$ cat config.mk
export PLATFORM = sky130hd
export DESIGN_NAME = olist_cell
export DESIGN_NICKNAME = d
export VERILOG_FILES = /design/src/hdl/olist_pkg.sv /design/src/hdl/olist_cell.sv
export SDC_FILE = /design/constraint.sdc
export NUM_CORES = 1
export LEC_CHECK = 0
export BUFFER_PORTS_ARGS = -buffer_cell sky130_fd_sc_hd__buf_2
export CAP_MARGIN = 20
export CORE_AREA = 2 2 103 105
export CTS_CLUSTER_DIAMETER = 30
export DETAILED_ROUTE_END_ITERATION = 16
export DIE_AREA = 0 0 105 107
export PLACE_DENSITY = 0.52
export SYNTH_ARGS = -nofsm -noshare
export SYNTH_HDL_FRONTEND = slang
export SYNTH_SLANG_ARGS = --single-unit
$ cat constraint.sdc
create_clock -name clk -period 11.98 [get_ports clk]
set_input_delay 2.396 -clock clk [delete_from_list [all_inputs] [get_ports clk]]
set_output_delay 2.396 -clock clk [all_outputs]
set_load 0.03 [all_outputs]
$ cat src/hdl/olist_pkg.sv
// Shared types and constants for the ordered list engine.
// No dependencies; imported by every module under hdl.
package olist_pkg;

	localparam int DEPTH = 64;
	localparam int CW    = $clog2(DEPTH + 1);
	localparam int IW    = (DEPTH > 2) ? $clog2(DEPTH) : 1;
	localparam int PW    = 6;
	localparam int PCW   = (CW > PW) ? CW : PW;
	localparam int GRP   = 8;
	localparam int NGRP  = (DEPTH + GRP - 1) / GRP;
	localparam int GW    = (NGRP > 1) ? $clog2(NGRP) : 1;
	localparam int PADW  = NGRP * GRP;

	typedef enum logic [1:0] {
		REQ_APPEND = 2'd0,
		REQ_SEARCH = 2'd1,
		REQ_DELETE = 2'd2,
		REQ_INSERT = 2'd3
	} req_type_t;

	typedef enum logic [1:0] {
		STAT_DONE = 2'd0,
		STAT_MISS = 2'd1,
		STAT_FULL = 2'd2
	} status_t;

	typedef enum logic {
		S_IDLE,
		S_SCAN
	} state_t;

	typedef enum logic [2:0] {
		OP_NOP,
		OP_APPEND,
		OP_DELETE,
		OP_INSERT,
		OP_SEARCH
	} cell_op_t;

	typedef struct packed {
		req_type_t          req_type;
		logic signed [31:0] value;
		logic [5:0]         position;
	} req_word_t;

	typedef struct packed {
		status_t    status;
		logic [5:0] found_index;
		logic [6:0] length;
	} rsp_word_t;

	// broadcast to every cell
	typedef struct packed {
		cell_op_t       op;
		logic [31:0]    value;
		logic [PCW-1:0] pos;
		logic [PCW-1:0] count;
	} cell_cmd_t;

	typedef struct packed {
		logic          done;
		logic          hit;
		logic [IW-1:0] idx;
	} scan_res_t;

endpackage

$ cat src/hdl/olist_cell.sv
// One list slot: holds an entry and its search-match flag.
// Depends on olist_pkg.
module olist_cell import olist_pkg::*; (
	input  logic           clk,
	input  cell_cmd_t      cmd,
	input  logic [PCW-1:0] cell_idx,
	input  logic [31:0]    left_entry,
	input  logic [31:0]    right_entry,
	output logic [31:0]    entry,
	output logic           hit
);

	logic [31:0] entry_q;
	logic        hit_q;

	always_ff @(posedge clk) begin
		case (cmd.op)
			OP_APPEND: begin
				if (cell_idx == cmd.count) begin
					entry_q <= cmd.value;
				end
			end
			OP_DELETE: begin
				if (cell_idx >= cmd.pos) begin
					entry_q <= right_entry;
				end
			end
			OP_INSERT: begin
				if (cell_idx == cmd.pos) begin
					entry_q <= cmd.value;
				end else if (cell_idx > cmd.pos) begin
					entry_q <= left_entry;
				end
			end
			OP_SEARCH: begin
				hit_q <= (entry_q == cmd.value) && (cell_idx < cmd.count);
			end
			default: begin
			end
		endcase
	end

	assign entry = entry_q;
	assign hit   = hit_q;

endmodule

Word level (Yosys, flattened, before mapping)
Cells that the tools add are included.

storage, ports and cells
  bits in read-only memories = 0
  RAM bits = 0
  register bits = 33
  output and inout bits = 33
  bits in latches = 0
  memories kept = 0

operators by class
  shifts and indexed selects = 0
  reduce and logical (&&, ||, !) cells = 3
  $mul = 0
  mux-type cells = 5
  $lt $le $gt $ge = 3
  $add $sub $neg = 0
  divide/modulo/power cells = 0
  bitwise operators = 0
  eq/ne operators = 10

operator list
  kind                                                             number
  32-bit two-way mux                                               4
  32-bit case mux with 3 select lines                              1
  32-bit == test                                                   1
  7-bit == test                                                    2
  7-bit greater-or-equal comparator                                1
  7-bit greater-than comparator                                    1
  7-bit less-than comparator                                       1
  3-bit by 2-bit == test with 1-bit output, second input constant  2
  2-bit inequality test, second input constant                     2
  4-bit AND reduction                                              1
  3-bit by 1-bit == test with 1-bit output, second input constant  1
  3-bit == test, second input constant                             1
  3-bit inequality test, second input constant                     1
  3-bit nonzero test                                               1
  1-bit logical AND                                                1

Logic depth before layout (Yosys ltp)
  depth in word-level cells = 4
  gate-level depth with buffers = 8

Worst setup path before layout
OpenSTA, ideal clock, no wires.

  kind = input -> register
  start point = input cell_idx[0]
  end point = register entry_q[0], in the netlist entry[0] (enable)
  setup time = 470 ps
  setup slack = 5997 ps
  cell stages on the path = 6
  arrival = 5513 ps
  data required time = 11510 ps
  path through = inv_1 > ha_1 > and3_1 > o21ai_0 > a31o_2 > a211oi_1

between the ends
  longest elaborated chain between the ends = 3

ends and longest elaborated chain
  what                                                                      RTL line          RTL
  start: declaration                                                        olist_cell.sv:6   input logic [PCW-1:0] cell_idx,
  7-bit greater-than comparator (tied with other cells)                     olist_cell.sv:31  end else if (cell_idx > cmd.pos) begin
  3-bit inequality test (no line) or 2-bit inequality test (tied branches)  -
  4-bit AND reduction (no line) *                                           -
  end signal: assignment                                                    olist_cell.sv:25  entry_q <= right_entry;
  end signal: assignment                                                    olist_cell.sv:30  entry_q <= cmd.value;
  end signal: assignment                                                    olist_cell.sv:32  entry_q <= left_entry;
  end: declaration                                                          olist_cell.sv:13  logic [31:0] entry_q;

Every way passes the cells marked *; elsewhere a longest branch is shown, timed or not.
A chain may end at the register's enable or synchronous reset.

Worst setup path in the final report
  start point = input cmd[47] in the netlist's numbering
  end point = register entry_q[14], in the netlist entry[14] (data pin)

between the ends
  longest elaborated chain between the ends = 2

ends and longest elaborated chain
  what                                                                                                  RTL line          RTL
  start: declaration                                                                                    olist_cell.sv:5   input cell_cmd_t cmd,
  3-bit by 2-bit == test with 1-bit output or 3-bit by 1-bit == test with 1-bit output (tied branches)  olist_cell.sv:17  case (cmd.op)
  32-bit case mux with 3 select lines *                                                                 olist_cell.sv:17
  end signal: assignment                                                                                olist_cell.sv:20  entry_q <= cmd.value;
  end signal: assignment                                                                                olist_cell.sv:25
  end signal: assignment                                                                                olist_cell.sv:30

Marks and branches as above.

==> summary.md <==
| Metric | Value |
|---|---|
| Status | complete, no violations |
| Grt met3 use | 0.0407 |
| Ant. Diodes | 0 |
| First-pass GRT wire length | 13000 um |
| Root Driver | clkbuf_8 |
| Clock transition at the registers of the reported paths | 0.07 ns |
| Worst Path Buf+Inv | 2 |
| Syn Inst Count | 245 |
| Hold Buf Count CTS | 0 |
| Total power | 354 uW |
| Tcrit/Tclk final | 0.369 |
| Cell total after placement | 519 |
| Worst-path fanout max | 34 |
| Slowest CP cell | nor2b_4 |
| Slew Viols, Final | 0 |
| Setup Buffers After CTS | 0 |
| Largest net degree at the start of global routing | 36 |
| Antenna violations before repair | 0 |
| IO Pins | 154 |
| Final hold vios | 0 |
| Clock Skew | 0.0104 ns |
| Post-Syn Area | 2380 um^2 |
| Placer Congestion | 0.760 |
| Normalized max-slew margin | 0.368 |
| Fin nets | 525 |
| Final std cells w/o fill | 527 |
| Cell Pwr Density | 103 nW/um^2 |
| Die area | 11200 um^2 |
| DR vias/cell | 4.82 |
| Dominant cells by area after synthesis | edfxtp_1 (42%), o22ai_1 (17%), xor2_1 (10%) |
| Async SR Flop Fraction | 0 |
| HPWL Detailed | 6640 um |
| Peak supply drop | 38.4 uV |
| Pre-CTS setup slack | 7.28 ns |
| Layout cell share with drive strength beyond 1 | 0.427 |
| Routed Antenna Nets | 0 |
| CTS Buf Count | 5 |
| Post-Syn Area per Cell | 9.70 um^2 |
| Grt met2 use | 0.255 |
| Overall routing resource usage | 0.147 |
| Slowest Stage Delay on Critical Path | 0.75 ns |
| Fmax | 0.226 GHz |
| DRC viols | 0 |
| Yosys cell types | 27 |
| IO buf count | 153 |
| DR iter-0 viols | 98 |
| Row cnt | 37 |
| GR Overflow Total | 0 |
| Vias | 2541 |
| CP top delay family | simple AND/OR/NAND/NOR gates |
| Most common cell in the netlist | o22ai_1 |
| Worst path required time | 11.98 ns |
| Routed WL | 8600 um |
| Type of the tightest min-delay check | flip-flop to flip-flop |
| Worst skew pair latency | 0.29 ns |
| Clock Path Buffers | 2 |
| Worst-path cell chain | buf_2, nor2b_4, nand2b_1, buf_4, o22ai_1, a21oi_1 |
| Final setup vio count | 0 |
| Least-Margin Pin Slew | 0.944 ns |
| Post-CTS Resized | 0 |
| Vias in the first global route | 2634 |
| Final Cell Area | 3420 um^2 |
| Die X-Extent | 105 um |
| Dominant synthesized flop cell | edfxtp_1 |
| Setup TNS | 0 ns |
| Register area share after synthesis | 0.417 |
| Mapped Nets | 380 |
| WL/cell | 16.3 um |
| Min Tclk post-route | 4.42 ns |
| Cell taking the most area after synthesis | edfxtp_1 |
| Core area | 10100 um^2 |
| Busiest grt layer | met2 |
| Leak | 1.52 nW |
| CTS sink count | 33 |
| Starting Density | 0.236 |
| RSZ-0062 raised after global routing | no |
| Syn-to-layout area delta | 43.7% |
| CTS tree | built |
| Kind of critical path | input port to flip-flop |
| Area share of the largest cell type after synthesis | 0.417 |
| Worst Path Arrival | 4.42 ns |
| Critical path capture point type | flip-flop |
| EDFF count, synth | 33 |
| Worst Setup Slack, final | 7.56 ns |
| Max Cap Viol | 0 |
| Synth cell count leaders | o22ai_1 (64), a21oi_1 (34), edfxtp_1 (33), xor2_1 (28), inv_1 (15) |
| Drt first pass iters | 4 |
| Synth warn | 0 |
| Met1 Track Usage GR | 0.183 |
| Die Ht | 107 um |
| Yosys reg bits | 33 |
| Placed inst area | 3310 um^2 |
| Startpoint Class | input port |
| CTS H-tree depth | 2 |
-- through the flow --
step                 util  hold slack (ns)
floorplan               -            0.979
global placement    0.325            0.845
detailed placement  0.328            0.847
CTS                 0.339            0.863
global route        0.339            0.917
finish              0.339            0.868
-- kinds of logic after synthesis --
group	synth area share
compound gates	0.271
fa+ha+maj	0.0737
flops	0.417
simple gates	0.0653
buf+inv	0.0558
xor+xnor	0.118
-- layer usage --
metal  vias up  routed length, um
met2       114               4020
met3         4                701
li1       1256                  -
met1      1167               3830
met4         0                 46
met5         -                  0
-- tightest hold or removal path, cell delays in order, from the launching register on --
cell	delay, ns
edfxtp_1	0.38
xnor2_1	0.09
nand4_1	0.07
a2111o_1	0.13
nor4_2	0.05
-- placed cells by master (no fill, tap or decap), types with 2 or more instances in the layout --
cell,count
clkbuf_8,5
o22ai_1,64
buf_4,2
nor4_1,6
nand4_1,5
edfxtp_1,33
xor2_1,28
a21oi_1,34
buf_2,153
nand3_1,2
a21o_1,3
o21ai_0,2
nor2b_1,2
nor2_1,2
inv_1,15
ha_1,14
nand2b_1,2
xnor2_1,4
-- power by group --
part / internal [mW] / switching, mW
Combinational: 0.0412 / 0.0611
Sequential: 0.139 / 0.00578
Clock: 0.0615 / 0.0452
-- path summary, 6_finish.rpt --
check	slack, ns	end	from	cells after the start
min reg2reg	0.87	hit	entry[18]	4
min	0.87	hit	entry[18]	4
max reg2reg	10.40	hit	entry[17]	4
max	7.56	entry[14]	cmd[47]	6
-- layout make-up --
type	instances	area, um^2
Tap cell	136	170
Clock buffer	6	72.6
Inverter	15	56.3
Multi-Input combinational cell	179	1280
Fill cell	1110	6680
Sequential cell	33	991
Timing Repair Buffer	156	808
Clock inverter	2	33.8
-- registers in the layout, indices dropped and copies added (netlist names) --
signal / cells
hit: 1
entry: 32
Note: power is estimated with default switching activity, not from simulation.
