===== config.mk =====
export PLATFORM = sky130hd
export DESIGN_NAME = olist_scan
export DESIGN_NICKNAME = d
export VERILOG_FILES = /design/src/hdl/olist_pkg.sv /design/src/hdl/olist_scan.sv
export SDC_FILE = /design/constraint.sdc
export NUM_CORES = 1
export LEC_CHECK = 0
export BUFFER_PORTS_ARGS = -buffer_cell sky130_fd_sc_hd__buf_2
export CAP_MARGIN = 10
export CORE_AREA = 10 10 60 62
export CTS_BUF_LIST = sky130_fd_sc_hd__clkbuf_16
export DETAILED_ROUTE_END_ITERATION = 6
export DIE_AREA = 0 0 70 72
export GPL_ROUTABILITY_DRIVEN = 0
export MAX_ROUTING_LAYER = met4
export PLACE_DENSITY = 0.82
export SYNTH_ARGS = -nofsm -noshare
export SYNTH_HDL_FRONTEND = slang
export SYNTH_SLANG_ARGS = --single-unit

===== constraint.sdc =====
create_clock -name clk -period 3.75 [get_ports clk]
set_input_delay 0.375 -clock clk [delete_from_list [all_inputs] [get_ports clk]]
set_output_delay 0.375 -clock clk [all_outputs]
set_load 0.01 [all_outputs]

===== src/hdl/olist_pkg.sv =====
// Shared types and constants for the ordered list engine.
// No dependencies; imported by every module under hdl.
package olist_pkg;

	localparam int DEPTH = 64;
	localparam int CW    = $clog2(DEPTH + 1);
	localparam int IW    = (DEPTH > 2) ? $clog2(DEPTH) : 1;
	localparam int PW    = 6;
	localparam int PCW   = (CW > PW) ? CW : PW;
	localparam int GRP   = 8;
	localparam int NGRP  = (DEPTH + GRP - 1) / GRP;
	localparam int GW    = (NGRP > 1) ? $clog2(NGRP) : 1;
	localparam int PADW  = NGRP * GRP;

	typedef enum logic [1:0] {
		REQ_APPEND = 2'd0,
		REQ_SEARCH = 2'd1,
		REQ_DELETE = 2'd2,
		REQ_INSERT = 2'd3
	} req_type_t;

	typedef enum logic [1:0] {
		STAT_DONE = 2'd0,
		STAT_MISS = 2'd1,
		STAT_FULL = 2'd2
	} status_t;

	typedef enum logic {
		S_IDLE,
		S_SCAN
	} state_t;

	typedef enum logic [2:0] {
		OP_NOP,
		OP_APPEND,
		OP_DELETE,
		OP_INSERT,
		OP_SEARCH
	} cell_op_t;

	typedef struct packed {
		req_type_t          req_type;
		logic signed [31:0] value;
		logic [5:0]         position;
	} req_word_t;

	typedef struct packed {
		status_t    status;
		logic [5:0] found_index;
		logic [6:0] length;
	} rsp_word_t;

	// broadcast to every cell
	typedef struct packed {
		cell_op_t       op;
		logic [31:0]    value;
		logic [PCW-1:0] pos;
		logic [PCW-1:0] count;
	} cell_cmd_t;

	typedef struct packed {
		logic          done;
		logic          hit;
		logic [IW-1:0] idx;
	} scan_res_t;

endpackage


===== src/hdl/olist_scan.sv =====
// Walks the cells' match flags one group of GRP a cycle, first hit wins.
// Depends on olist_pkg.
module olist_scan import olist_pkg::*; (
	input  logic             clk,
	input  logic             arst_n,
	input  logic             start,
	input  logic [DEPTH-1:0] match,
	output scan_res_t        res
);

	logic          busy_q;
	logic [GW-1:0] grp_q;
	logic [PADW-1:0] match_pad;
	logic [GRP-1:0]  slice;
	logic            any;
	logic [$clog2(GRP)-1:0] first;
	logic            last;

	assign match_pad = PADW'(match);
	assign slice     = match_pad[grp_q * GRP +: GRP];
	assign last      = (grp_q == GW'(NGRP - 1));

	always_comb begin
		any   = |slice;
		first = '0;
		for (int k = GRP - 1; k >= 0; k--) begin
			if (slice[k]) begin
				first = ($clog2(GRP))'(k);
			end
		end
	end

	always_comb begin
		res.done = busy_q & (any | last);
		res.hit  = busy_q & any;
		res.idx  = IW'({grp_q, first});
	end

	always_ff @(posedge clk or negedge arst_n) begin
		if (!arst_n) begin
			busy_q <= 1'b0;
			grp_q  <= '0;
		end else if (start) begin
			busy_q <= 1'b1;
			grp_q  <= '0;
		end else if (busy_q) begin
			if (any || last) begin
				busy_q <= 1'b0;
			end else begin
				grp_q <= grp_q + 1'b1;
			end
		end
	end

endmodule

* Yosys cells after proc, flatten, opt, wreduce, memory -nomap -nowiden
Cells that the tools add are included.
** Storage, ports and cells
- Flip-flop bits (word level) :: 4
- Latch bits :: 0
- Memory bits (writable) :: 0
- Bits in read-only memories :: 0
- Input bits :: 67
- Output and inout bits :: 8
- Word-level logic and storage cells :: 27
- Memories :: 0
** Cells by class
- Add/subtract/negate cells :: 1
- Multiply operators :: 0
- Div/mod/pow operators :: 0
- Order comparisons :: 0
- Equal/unequal tests :: 2
- Shift-type cells :: 1
- Mux-type cells :: 14
- Bitwise gates (word level) :: 3
- Reduce and logical (&&, ||, !) cells :: 4
** Operators with widths (count)
- variable part select 64 x 7 -> 8 bit :: 1
- two-way mux 3 bit :: 11
- OR reduction 8 bit :: 1
- adder 3 x 1 -> 3 bit (second input constant) :: 1
- == test 3 bit (second input constant) :: 1
- two-way mux 1 bit :: 3
- bitwise AND 1 bit :: 2
- != test 2 bit (second input constant) :: 1
- AND reduction 2 bit :: 1
- nonzero test 2 bit :: 1
- logical OR 1 bit :: 1
- OR 1 bit :: 1

* Logic depth before layout (Yosys ltp)
- Depth in word-level cells :: 9
- Depth in mapped cells :: 8
- Gate-level depth less buffers :: 6

* Worst setup path after synthesis
OpenSTA, ideal clock, no wires.
- Path kind :: reg-to-output
- Start point :: reg grp_q[2]
- End point :: out res[0] (netlist name)
- Arrival :: 1.879 ns
- Required time :: 3.375 ns
- Slack :: 1.496 ns
- Cell stages (with the launch flop) :: 7
- Path buffers :: 3
- Path through :: dfrtp_1 -> buf_2 -> buf_2 -> buf_1 -> a21oi_1 -> mux4_2 -> o221ai_1
** RTL lines
- start, declared :: line olist_scan.sv:12 : logic [GW-1:0] grp_q;
- start signal, assigned :: line olist_scan.sv:50 : grp_q <= grp_q + 1'b1;
- end, declared :: line olist_scan.sv:8 : output scan_res_t res

==> impl_metrics.sql <==
INSERT INTO impl_metrics (metric_group, metric, value, unit) VALUES
('place', 'numPortBuffers', '74', ''),
('synthesis', 'yosysUniqueCellTypes', '39', ''),
('setup_path', 'cp.buffers_inverters', '1', ''),
('power_and_ir_drop', 'vdd_drop_max', '164', 'uV'),
('power_and_ir_drop', 'power_density', '200', 'nW/um^2'),
('synthesis', 'synth_edf_count', '0', ''),
('clock_network', 'source_to_sink_clock_delay_at_the_later_pin_of_the_worst_skew_pair', '0.23', 'ns'),
('floorplanning', 'dieArea', '5040', 'um^2'),
('synthesis', 'synthesis.instances', '122', ''),
('floorplanning', 'pin_count', '75', ''),
('clock_network', 'cts.root.buffer_cell', 'clkbuf_16', ''),
('synthesis', 'post_synth.cell_area_avg', '8.36', 'um^2'),
('final_layout', 'final_nets', '263', ''),
('setup_path', 'slowest_cp_cell', 'dfrtp_2', ''),
('final_layout', 'diodes', '0', ''),
('grt', 'grt_first_pass_wirelength', '5580', 'um'),
('timing', 'post-route-worst-setup-slack', '0.826', 'ns'),
('grt', 'grtUsageTotal', '0.134', ''),
('setup_path', 'setup.worst_path.class', 'flop to output port', ''),
('synthesis', 'synth.most_common_cell', 'mux2i_1', ''),
('flow_run', 'max_cap_viol_count', '0', ''),
('power_and_ir_drop', 'sequentialPowerShare', '0.152', ''),
('synthesis', 'syn-num-nets', '191', ''),
('floorplanning', 'chipWidth', '70', 'um'),
('final_layout', 'flow.area_growth_from_synthesis', '43.9', '%'),
('grt', 'vias_in_the_first_global_route', '1202', ''),
('timing', 'rsz0062_at_grt', 'false', ''),
('clock_network', 'clock_path_buffers', '2', ''),
('status', 'result_of_the_run', 'finished, final reports clean', ''),
('clock_network', 'htree_levels', '1', ''),
('synthesis', 'synth.largest_area_cell', 'mux2i_1', ''),
('power_and_ir_drop', 'internal_power', '0.228', 'mW'),
('final_layout', 'post-route-util', '0.603', ''),
('detailed_routing', 'drt_pre_antenna_iters', '4', ''),
('setup_path', 'regToRegStartpoint', 'grp_q[2]$_DFFE_PN0P_', ''),
('power_and_ir_drop', 'pwr-share-clk', '0.574', ''),
('synthesis', 'async_reset_ff_frac', '1.00', ''),
('detailed_routing', 'ant_nets', '0', ''),
('worst_hold_path', 'kind_of_path_behind_the_tightest_hold_check', 'input pin to flop', ''),
('timing', 'slew-limit-headroom', '0.389', ''),
('grt', 'grt_start_max_net_pins', '46', ''),
('grt', 'grt-ovfl-total', '0', ''),
('synthesis', 'synth.top_cells.by_count', '19 x mux2i_1, 9 x nand2_1, 9 x nand3_1', ''),
('detailed_routing', 'drtIter0Drc', '64', ''),
('timing', 'finalSetupTns', '0', 'ns'),
('synthesis', 'synth.yosys.warnings', '0', ''),
('timing', 'worst_clock_skew', '0.00412', 'ns'),
('setup_path', 'critical_path.startpoint_type', 'flop', ''),
('synthesis', 'yosys.area.top_type_share', '0.187', ''),
('clock_network', 'post_cts_resized', '0', ''),
('timing', 'setup_violations', '0', ''),
('floorplanning', 'die-height', '72', 'um'),
('setup_path', 'timing.critical_path.fanout_max', '45', ''),
('setup_path', 'cp.required', '3.38', 'ns'),
('clock_network', 'cts_tree', 'done', ''),
('final_layout', 'drive_above_1_share', '0.461', ''),
('setup_path', 'worst-r2r-cell-count', '5', ''),
('clock_network', 'clk_transition_reported_paths', '0.03', 'ns'),
('timing', 'report.final.slew_viol_count', '0', ''),
('setup_path', 'r2r_slack', '1.17', 'ns'),
('final_layout', 'number_of_fillers_in_the_final_layout', '243', ''),
('detailed_routing', 'post-route-drc-count', '0', ''),
('synthesis', 'yosysSeqAreaShare', '0.0982', ''),
('timing', 'worst_slew_pin_slew', '0.917', 'ns'),
('floorplanning', 'starting_density', '0.419', ''),
('worst_hold_path', 'hold_path_depth', '2', ''),
('detailed_routing', 'finalWirelength', '3520', 'um'),
('power_and_ir_drop', 'comb_power_share', '0.274', ''),
('timing', 'final.min_clock_period', '2.92', 'ns'),
('floorplanning', 'cell_row_count', '18', ''),
('place', 'post_dp_hpwl', '2990', 'um');
==> how the worst max path moves through the flow <==
stage / startpoint / end / slack, ns / depth (start not counted)
floorplan: grp_q[2]$_DFFE_PN0P_ / res[0] / 1.50 / 6
global placement: grp_q[2]$_DFFE_PN0P_ / res[0] / 1.13 / 7
detailed placement: grp_q[0]$_DFFE_PN0P_ / res[0] / 1.07 / 7
CTS: grp_q[0]$_DFFE_PN0P_ / res[0] / 0.82 / 7
global route: grp_q[0]$_DFFE_PN0P_ / res[0] / 0.70 / 7
finish: grp_q[2]$_DFFE_PN0P_ / res[0] / 0.83 / 7
==> routing by layer <==
| metal | track usage | share of wire | vias up |
|---|---|---|---|
| met5 | - | 0 | - |
| met1 | 0.153 | 0.44 | 551 |
| met2 | 0.235 | 0.49 | 55 |
| met4 | 0.0329 | 0.0043 | 0 |
| met3 | 0.0286 | 0.069 | 2 |
| li1 | - | - | 614 |
==> sequential cells by signal, indices dropped and copies added, names as in the netlist <==
signal,flops
grp_q,3
busy_q,1
==> power groups by stage <==
stage	sequential, mW	clock (mW)	combinational [mW]
after global placement	0.0451	0	0.0784
after CTS	0.0446	0.170	0.0810
final	0.0446	0.168	0.0804
after detailed placement	0.0451	0	0.0797
after floorplan	0.0449	0	0.0339
after global routing	0.0447	0.178	0.0886
==> cell usage in the layout, fill, tap and decap left out, drive strengths merged, types with 2 or more instances in the layout <==
cell | netlist | routed
and2 | 2 | 2
mux2i | 21 | 21
a22oi | 2 | 2
nand2 | 10 | 10
o21ai | 6 | 6
nand2b | 6 | 6
nand3 | 9 | 9
nor2 | 5 | 5
buf | 7 | 74
o221ai | 2 | 2
a21oi | 5 | 5
inv | 2 | 3
o21a | 2 | 2
ha | 2 | 2
nor2b | 3 | 3
nand4 | 4 | 4
clkbuf | 1 | 3
mux4 | 5 | 5
a31oi | 2 | 2
nor3b | 4 | 4
nor3 | 7 | 7
dfrtp | 4 | 4
==> logic make-up (layout without fill, tap and decap cells) <==
| logic type | count (synthesis) | in the layout | share of synthesized area |
|---|---|---|---|
| adder cells (fa/ha/maj) | 2 | 2 | 0.0245 |
| AND/OR/NAND/NOR | 54 | 54 | 0.306 |
| AO/OA/AOI/OAI | 25 | 25 | 0.163 |
| buffers and inverters | 10 | 81 | 0.0564 |
| multiplexers | 27 | 27 | 0.352 |
| flip-flops | 4 | 4 | 0.0982 |
==> timing repair <==
| item | 4_1_cts | 5_1_grt |
|---|---|---|
| endpoints found under the setup margin | 0 | 0 |
| endpoints found under the hold margin | 4 | 0 |
| hold buffers | 1 | 0 |
==> through the flow <==
stage / total power [mW] / std cells / instance area [um^2]
final: 0.293 / 223 / 1470
after global placement: 0.123 / 218 / 1380
after CTS: 0.296 / 223 / 1470
after detailed placement: 0.125 / 218 / 1380
after floorplan: 0.0788 / 122 / 1020
after global routing: 0.311 / 223 / 1470
==> final cells by class <==
| type | instances | share of cell area |
|---|---|---|
| Multi-Input combinational cell | 108 | 0.587 |
| Clock buffer | 3 | 0.0512 |
| Clock inverter | 1 | 0.00256 |
| Inverter | 2 | 0.00512 |
| Timing Repair Buffer | 75 | 0.259 |
| Sequential cell | 4 | 0.0691 |
| Tap cell | 30 | 0.0256 |
Power figures use the tool's default switching activity.
